**config.mk**
```make
export PLATFORM = sky130hd
export DESIGN_NAME = sts_ctrl
export DESIGN_NICKNAME = d
export VERILOG_FILES = /design/src/sv/sts_pkg.sv /design/src/sv/sts_ctrl.sv
export SDC_FILE = /design/constraint.sdc
export NUM_CORES = 1
export LEC_CHECK = 0
export ABC_AREA = 1
export BUFFER_PORTS_ARGS = -buffer_cell sky130_fd_sc_hd__buf_2
export CAP_MARGIN = 20
export CORE_AREA = 2 2 150 137
export DETAILED_ROUTE_END_ITERATION = 8
export DIE_AREA = 0 0 152 139
export PLACE_DENSITY = 0.58
export RECOVER_POWER = 100
export SLEW_MARGIN = 10
export SYNTH_ARGS = -nofsm -noshare
export SYNTH_HDL_FRONTEND = slang
export SYNTH_SLANG_ARGS = --single-unit
```
**constraint.sdc**
```tcl
create_clock -name clock -period 4.79 [get_ports clock]
set_clock_uncertainty 0.15 [all_clocks]
set_input_delay 0 -clock clock [delete_from_list [all_inputs] [get_ports clock]]
set_output_delay 0 -clock clock [all_outputs]
set_load 0.005 [all_outputs]
```
**src/sv/sts_pkg.sv**
```systemverilog
`default_nettype none

package sts_pkg;

   localparam int DEF_TABLE_DEPTH  = 1024;
   localparam int DEF_RECORD_WIDTH = 32;

   localparam int FUNC_W     = 1;
   localparam int INDEX_W    = 10;
   localparam int VALUE_W    = 32;
   localparam int COUNT_W    = 11;
   localparam int CSR_IDX_W  = 1;
   localparam int CSR_DATA_W = 11;

   localparam logic [FUNC_W-1:0] FUNC_WRITE  = 1'b0;
   localparam logic [FUNC_W-1:0] FUNC_SEARCH = 1'b1;

   localparam logic [CSR_IDX_W-1:0] CSR_ENTRY_COUNT    = 1'b0;
   localparam logic [CSR_IDX_W-1:0] CSR_COMPARE_SIGNED = 1'b1;

endpackage

`default_nettype wire

```
**src/sv/sts_ctrl.sv**
```systemverilog
`default_nettype none

module sts_ctrl
   import sts_pkg::*;
#(
   parameter int TABLE_DEPTH  = DEF_TABLE_DEPTH,
   parameter int RECORD_WIDTH = DEF_RECORD_WIDTH,
   localparam int AW = $clog2(TABLE_DEPTH)
) (
   input  wire logic                    clock,
   input  wire logic                    reset,
   input  wire logic                    start,
   output      logic                    busy,
   input  wire logic [FUNC_W-1:0]       req_func,
   input  wire logic [INDEX_W-1:0]      req_index,
   input  wire logic [VALUE_W-1:0]      req_value,
   input  wire logic [COUNT_W-1:0]      entry_count,
   input  wire logic                    compare_signed,
   output      logic                    wr_en,
   output      logic [AW-1:0]           wr_addr,
   output      logic [RECORD_WIDTH-1:0] wr_data,
   output      logic                    rd_en,
   output      logic [AW-1:0]           rd_addr,
   input  wire logic [RECORD_WIDTH-1:0] rd_data,
   output      logic                    rsp_valid,
   output      logic                    rsp_found,
   output      logic [INDEX_W-1:0]      rsp_position,
   output      logic [VALUE_W-1:0]      rsp_record
);

   localparam int NW   = $clog2(TABLE_DEPTH + 1);
   localparam int CW   = (NW > COUNT_W) ? NW : COUNT_W;
   localparam int IW_X = (NW > INDEX_W) ? NW : INDEX_W;

   localparam logic ST_IDLE   = 1'b0;
   localparam logic ST_SEARCH = 1'b1;

   localparam logic [RECORD_WIDTH-1:0] SIGN_BIT = RECORD_WIDTH'(1) << (RECORD_WIDTH - 1);

   logic                    state_ff, state_in;
   logic [RECORD_WIDTH-1:0] key_ff, key_in;
   logic [NW-1:0]           lo_ff, lo_in;
   logic [NW-1:0]           hix_ff, hix_in;
   logic [AW-1:0]           pos_ff, pos_in;
   logic                    rsp_valid_ff, rsp_valid_in;
   logic                    rsp_found_ff, rsp_found_in;
   logic [INDEX_W-1:0]      rsp_position_ff, rsp_position_in;
   logic [VALUE_W-1:0]      rsp_record_ff, rsp_record_in;

   logic                    accept;
   logic [CW-1:0]           cnt_ext;
   logic [NW-1:0]           n_sat;
   logic [NW:0]             first_sum;
   logic                    idx_ok;
   logic [RECORD_WIDTH-1:0] rec_key;
   logic                    less;
   logic                    equal;
   logic [NW-1:0]           lo_next;
   logic [NW-1:0]           hix_next;
   logic                    done;
   logic [NW:0]             mid_sum;

   assign busy    = (state_ff == ST_SEARCH);
   assign accept  = start && !busy;

   // records past the table depth are never searched
   assign cnt_ext = CW'(entry_count);
   assign n_sat   = (cnt_ext > CW'(TABLE_DEPTH)) ? NW'(TABLE_DEPTH) : NW'(cnt_ext);

   assign first_sum = (NW + 1)'(n_sat) - (NW + 1)'(1);
   assign idx_ok    = IW_X'(req_index) < IW_X'(TABLE_DEPTH);

   assign rec_key  = compare_signed ? (rd_data ^ SIGN_BIT) : rd_data;
   assign less     = key_ff < rec_key;
   assign equal    = key_ff == rec_key;
   assign lo_next  = less ? lo_ff : (NW'(pos_ff) + NW'(1));
   assign hix_next = less ? NW'(pos_ff) : hix_ff;
   assign done     = equal || !(lo_next < hix_next);
   assign mid_sum  = (NW + 1)'(lo_next) + (NW + 1)'(hix_next) - (NW + 1)'(1);

   assign wr_en   = accept && (req_func == FUNC_WRITE) && idx_ok;
   assign wr_addr = AW'(req_index);
   assign wr_data = RECORD_WIDTH'(req_value);

   always_comb begin
      state_in        = state_ff;
      key_in          = key_ff;
      lo_in           = lo_ff;
      hix_in          = hix_ff;
      pos_in          = pos_ff;
      rsp_valid_in    = 1'b0;
      rsp_found_in    = 1'b0;
      rsp_position_in = '0;
      rsp_record_in   = '0;
      rd_en           = 1'b0;
      rd_addr         = pos_ff;
      unique case (state_ff)
         ST_IDLE: begin
            if (accept) begin
               if ((req_func == FUNC_SEARCH) && (n_sat != '0)) begin
                  key_in   = compare_signed ? (RECORD_WIDTH'(req_value) ^ SIGN_BIT)
                                            : RECORD_WIDTH'(req_value);
                  lo_in    = '0;
                  hix_in   = n_sat;
                  pos_in   = first_sum[AW:1];
                  rd_en    = 1'b1;
                  rd_addr  = first_sum[AW:1];
                  state_in = ST_SEARCH;
               end else begin
                  // write item or empty table
                  rsp_valid_in = 1'b1;
               end
            end
         end
         ST_SEARCH: begin
            if (done) begin
               rsp_valid_in    = 1'b1;
               rsp_found_in    = equal;
               rsp_position_in = INDEX_W'(pos_ff);
               rsp_record_in   = VALUE_W'(rd_data);
               state_in        = ST_IDLE;
            end else begin
               lo_in   = lo_next;
               hix_in  = hix_next;
               pos_in  = mid_sum[AW:1];
               rd_en   = 1'b1;
               rd_addr = mid_sum[AW:1];
            end
         end
         default: begin
            state_in = ST_IDLE;
         end
      endcase
   end

   always_ff @(posedge clock) begin
      if (reset) begin
         state_ff     <= ST_IDLE;
         rsp_valid_ff <= 1'b0;
      end else begin
         state_ff     <= state_in;
         rsp_valid_ff <= rsp_valid_in;
      end
   end

   always_ff @(posedge clock) begin
      key_ff          <= key_in;
      lo_ff           <= lo_in;
      hix_ff          <= hix_in;
      pos_ff          <= pos_in;
      rsp_found_ff    <= rsp_found_in;
      rsp_position_ff <= rsp_position_in;
      rsp_record_ff   <= rsp_record_in;
   end

   assign rsp_valid    = rsp_valid_ff;
   assign rsp_found    = rsp_found_ff;
   assign rsp_position = rsp_position_ff;
   assign rsp_record   = rsp_record_ff;

endmodule

`default_nettype wire

```
==> metrics.csv, run 1 <==
metric,value,unit
min_from,req_func,
insertion_delay,0.36,ns
peakVddDrop,0.200,mV
finalHoldViolCount,0,
cpPeakStageDelay,0.56,ns
cp_num_buf_inv,6,
synth_seq_area_share,0.441,
period_share,0.926,
grt_max_degree,42,
status,"complete, but fails checks",
dpl_worst_slack,0.525,ns
required,4.89,ns
core-area,19700,um2
synth_top_area_frac,0.263,
synth.distinct_cells,40,
timing.fmax,0.225,GHz
p_int,2.19,mW
setup_tns,0,ns
fin_crit,4.44,ns
maxSlewHeadroom,-0.0907,
cts_buffer_depth,2,
ff2ff_setup_slack,0.39,ns
yosysTopAreaCell,edfxtp_1,
setup_viol,0,
area_delta_synth_final,31.0,%
setup_ws,0.353,ns
die_w,152,um
path_clk_slew,0.08,ns
yosys-top-cells-area,"edfxtp_1, dfxtp_1, ha_1",
critical_path_cell_count,22,
drt_iter0_drc,336,
switchingPower,1.42,mW
dr.max_layer_used,met4,
regToRegStartpoint,key_ff[31],
die_h,139,um
firstDrtPassIters,6,
startpoint,rd_data[31],
leakage,3.81,nW
die_area,21100,um2
n_antenna_cell,0,
drive_gt1_frac,0.165,
crit_family,buffers and inverters,
avgSynthCellArea,8.75,um2
p_sw_frac,0.393,
ys_ff_latch,109,
drc,0,
layout_common_cells,"nand2_1, inv_1, buf_2, dlygate4sd3_1",
synth_edf_count,54,
cts_tree,built,
port_buffers,168,
critPathKind,primary input to flip-flop,
routedWlPerCell,14.5,um
final_core_util,0.411,
final_common_cell,nand2_1,
p_per_area,446,nW/um2
grt_pass1_vias,4878,
r2r-end,rsp_valid,
wl_met1,8.10,mm
synthFlopType,dfxtp_1,
synth_warnings,0,
fin_cells,1179,
reg2reg_depth,19,
timing.hold.ws,0.111,ns
power_frac_seq,0.329,
syn_area,6170,um2
clock_power_share,0.213,
worstPathArrival,4.54,ns
finalWirelength,17.1,mm
rows,49,
p_comb_frac,0.459,
tightest_slew,1.64,ns
violations,"max-capacitance violations, max-slew violations",
worstSetupStartpointType,primary input,
htree_levels,3,
endpoint,rsp_valid,
cts_buffers,9,
slowest_stage,dlygate4sd3_1,
post_drt_via_cell_ratio,4.50,
crit_path_end_kind,flip-flop,
max_cap_violations,1,
initial_core_util,0.314,
layout.nets,1073,
finalMaxSlewViolations,38,
io_pins,189,
regArea,2720,um2
num_vias,5301,
hold_path.class,primary input to flip-flop,
crit_fanout,34,
async_reset_ff_frac,0,
multi_input_area,2660,um2
dp_hpwl,12.4,mm
grt_pass1_wl,26.5,mm
fillers,2028,
syn_nets,858,
synthCells,705,
cts.root.buffer_cell,clkbuf_16,
met3RoutedLength,947,um
gp_congestion,0.893,
crit_chain,dlygate4sd3_1 > buf_2 > xnor2_2 > ha_1 > nand2_1 > nor2_1 > nand2_1 > nor2_2 > nand2_2 > nand2_2 > inv_2 > buf_8 > o21ai_0 > ha_1 > a21oi_1 > a21oi_1 > a211oi_1 > buf_4 > nand2_2 > nand2_8 > a21oi_1 > dlygate4sd3_1,
met2_length,7.88,mm
grt_overflow,0,
antenna_left,0,
antenna_found_initial,0,
cts_sinks,109,
rsz0062_at_grt,no,
place_inst,1075,
grt_use_total,0.158,
==> through the flow <==
step	power, mW	instance area, um2
CTS	3.57	8120
global route	3.90	8080
floorplan	2.31	6170
detailed placement	2.73	6950
global placement	2.74	6950
finish	3.60	8080
==> state kept, by name (all words and copies together), names as in the netlist <==
name / cells
rsp_valid: 1
lo_ff: 11
pos_ff: 10
hix_ff: 11
rsp_position: 10
rsp_record: 32
rsp_found: 1
key_ff: 32
busy: 1
==> layout make-up <==
type / count / area share
clock inverters: 5 / 0.00712
well taps: 255 / 0.0395
flip-flops and latches: 109 / 0.337
repair buffers: 265 / 0.211
clock buffers: 10 / 0.0296
multi-input cells: 433 / 0.329
inverters: 102 / 0.0474
==> worst min path at each step <==
stage                      end  cells after the start
floorplan                wr_en                      1
global placement    wr_addr[1]                      0
detailed placement  wr_addr[1]                      0
CTS                       busy                      5
global route              busy                      5
finish                    busy                      5
==> worst min-delay path, stage by stage <==
cell and delay, ns:
buf_2 0.12, nand2_2 0.07, nor2_1 0.06, inv_2 0.21, a21oi_1 0.11
==> power groups by stage <==
stage,Combinational [mW],Sequential (mW),Clock (mW)
2_1_floorplan,1.12,1.19,0
5_1_grt,1.88,1.20,0.826
6_report,1.65,1.18,0.766
4_1_cts,1.60,1.18,0.788
3_5_place_dp,1.53,1.20,0
3_3_place_gp,1.54,1.20,0
==> cells in the mapped netlist (2+ instances only) <==
cell,n
inv_1,99
nand2_1,107
xor2_1,15
nand2_2,4
dfxtp_1,55
buf_4,44
xnor2_1,5
nand3_1,47
a21oi_1,28
nor3_1,2
o21ai_0,43
buf_2,4
nor2_2,10
nand4_1,18
o21ai_1,6
nand3b_1,3
buf_6,6
nor2_1,65
clkbuf_1,7
ha_1,62
inv_2,3
edfxtp_1,54
==> logic make-up (layout without fill, tap and decap cells) <==
logic type,Yosys count,count (layout),share of synthesized area
XOR/XNOR,20,20,0.0284
AO/OA/AOI/OAI,88,88,0.0787
buffers and inverters,163,382,0.134
flip-flops,109,109,0.441
adder cells (fa/ha/maj),63,63,0.129
AND/OR/NAND/NOR,262,262,0.189
==> what timing repair did <==
item,CTS,global route
buffers inserted,0,1
endpoints found under the setup margin,0,6
hold buffers,88,0
gates resized for setup,0,28
hold endpoints to repair,87,0
==> per-layer routing <==
layer	global-route usage	up-vias
met5	0	-
met4	0.0364	0
met3	0.0363	10
met2	0.252	173
met1	0.220	2419
li1	-	2699
(Power assumes the default switching activity.)
==> run 2: changes to the inputs <==
--- a/config.mk
+++ b/config.mk
@@ -11,6 +11,7 @@
 export CORE_AREA = 2 2 150 137
 export DETAILED_ROUTE_END_ITERATION = 8
 export DIE_AREA = 0 0 152 139
+export GPL_TIMING_DRIVEN = 0
 export PLACE_DENSITY = 0.58
 export RECOVER_POWER = 100
 export SLEW_MARGIN = 10
==> run 2 against run 1 <==
The run now ends clean. First-iteration DRC count is 7.4% lower. Hold slack worse by 0.073 ns. Flip-flop and latch count stayed put. Combinational power is 8% higher. Cell count is 5.3% higher. Sequential share of layout area is 2.5 points lower. Critical path depth is 6 higher.
==> metrics.csv, run 2 (same netlist as run 1, synthesis figures left out) <==
metric,value,unit
worstPathArrival,4.48,ns
cts_sinks,109,
worst_path_most_repeated_cell,nand2_1,
required,4.64,ns
grt_max_degree,42,
min_path_cells,2,
fillers,1951,
setup_viol,0,
crit_path_end_kind,output port,
crit_fanout,10,
hold_path.class,primary input to output port,
critPathKind,flip-flop to output port,
timing.fmax,0.216,GHz
initial_core_util,0.314,
drc,0,
power_frac_seq,0.319,
num_vias,5539,
min_to,wr_addr[8],
clock_power_share,0.202,
reg2reg_depth,17,
finalHoldViolCount,0,
insertion_delay,0.35,ns
fin_cells,1242,
p_int,2.27,mW
rows,49,
die_w,152,um
htree_levels,3,
firstDrtPassIters,5,
final_common_cell,buf_2,
p_sw_frac,0.391,
area_delta_synth_final,41.3,%
tightest_slew,0.577,ns
layout.nets,1135,
place_inst,1138,
path_clk_slew,0.07,ns
ff2ff_setup_slack,0.55,ns
grt_pass1_vias,5212,
finalMaxSlewViolations,0,
core-area,19700,um2
status,finished clean,
min_from,req_index[8],
cts.root.buffer_cell,clkbuf_16,
cts_buffers,9,
slowest_stage,edfxtp_1,
leakage,4.11,nW
grt_overflow,0,
drive_gt1_frac,0.264,
grt_use_total,0.161,
p_comb_frac,0.480,
setup_ws,0.164,ns
post_drt_via_cell_ratio,4.46,
worstSetupStartpointType,flip-flop,
period_share,0.966,
switchingPower,1.45,mW
rsz0062_at_grt,yes,
cts_tree,built,
p_per_area,426,nW/um2
dp_hpwl,13.1,mm
antenna_found_initial,0,
maxSlewHeadroom,0.614,
cts_buffer_depth,2,
dpl_worst_slack,-0.153,ns
max_cap_violations,0,
regToRegStartpoint,key_ff[21],
cpPeakStageDelay,0.42,ns
io_pins,189,
fin_crit,4.63,ns
peakVddDrop,0.222,mV
gp_congestion,0.871,
n_antenna_cell,0,
layout_common_cells,"buf_2, nand2_1, inv_1, dlygate4sd3_1, clkbuf_1",
port_buffers,178,
routedWlPerCell,14.0,um
finalPower,3.72,mW
antenna_left,0,
die_h,139,um
r2r-end,lo_ff[0],
finalWirelength,17.3,mm
setup_tns,0,ns
drt_iter0_drc,311,
grt_pass1_wl,27.1,mm
die_area,21100,um2
-- run 2: cell types whose count changed in the layout (fill, tap and decap cells not counted), moves of 8 or more --
cell | previous run | this run
dlygate4sd3_1 | 88 | 79
buf_4 | 4 | 15
ha_4 | 1 | 10
nor2_1 | 71 | 60
clkbuf_4 | 0 | 36
buf_6 | 1 | 9
buf_2 | 94 | 119
nor2_2 | 5 | 15
ha_1 | 60 | 50
-- run 2: cell type report --
class                      count  area (um2)  share of cell area
sequential                   109        2720               0.312
buffer                        61         460              0.0528
clock inverter                 7        73.8             0.00846
clock buffer                   9         225              0.0258
inverter                     102         383              0.0439
tap                          255         319              0.0366
multi-input combinational    433        2860               0.327
timing repair buffer         266        1680               0.193
-- run 2: worst max-delay path by stage --
stage                          start  cells after the start         end
after floorplan           key_ff[19]                     20   hix_ff[0]
after global placement    key_ff[22]                     18    lo_ff[1]
after detailed placement  key_ff[22]                     18   hix_ff[0]
after CTS                 key_ff[15]                     28  rd_addr[8]
after global routing      key_ff[21]                     28  rd_addr[8]
final                     key_ff[21]                     28  rd_addr[8]
-- run 2: power by group through the flow --
stage / clock network (mW) / registers (mW) / logic, mW
2_1_floorplan: 0 / 1.19 / 1.12
3_5_place_dp: 0 / 1.20 / 1.59
3_3_place_gp: 0 / 1.20 / 1.58
5_1_grt: 0.806 / 1.20 / 2.03
4_1_cts: 0.772 / 1.18 / 1.68
6_report: 0.750 / 1.18 / 1.78
-- run 2: timing repair --
item / in CTS / in global routing
setup endpoints to repair: 27 / 32
endpoints found under the hold margin: 77 / 0
buffers inserted: 2 / 7
gates resized for setup: 16 / 46
hold buffers: 79 / 0
pin swaps: 3 / 21
-- run 2: worst max-delay path: cells and delay by family, from the launching register on --
kind / cells / cell delay, ns
buf+inv: 5 / 0.52
xor+xnor: 1 / 0.17
compound gates: 3 / 0.22
simple gates: 15 / 1.66
fa+ha+maj: 4 / 1.14
flops: 1 / 0.42
-- run 2: routing by layer --
layer	vias to the layer above	GRT usage	routed length [um]
li1	2824	-	-
met1	2532	0.210	7940
met2	169	0.271	8300
met3	14	0.0375	955
met4	0	0.0354	137
met5	-	0	0
-- run 2: stage by stage --
| stage | hold WS [ns] | instance area (um2) | utilization |
|---|---|---|---|
| 5_1_grt | 0.0473 | 8720 | 0.443 |
| 2_1_floorplan | -0.119 | 6170 | - |
| 3_5_place_dp | 0.0168 | 7380 | 0.375 |
| 3_3_place_gp | 0.0164 | 7380 | 0.375 |
| 6_report | 0.0381 | 8720 | 0.443 |
| 4_1_cts | 0.0179 | 8520 | 0.433 |
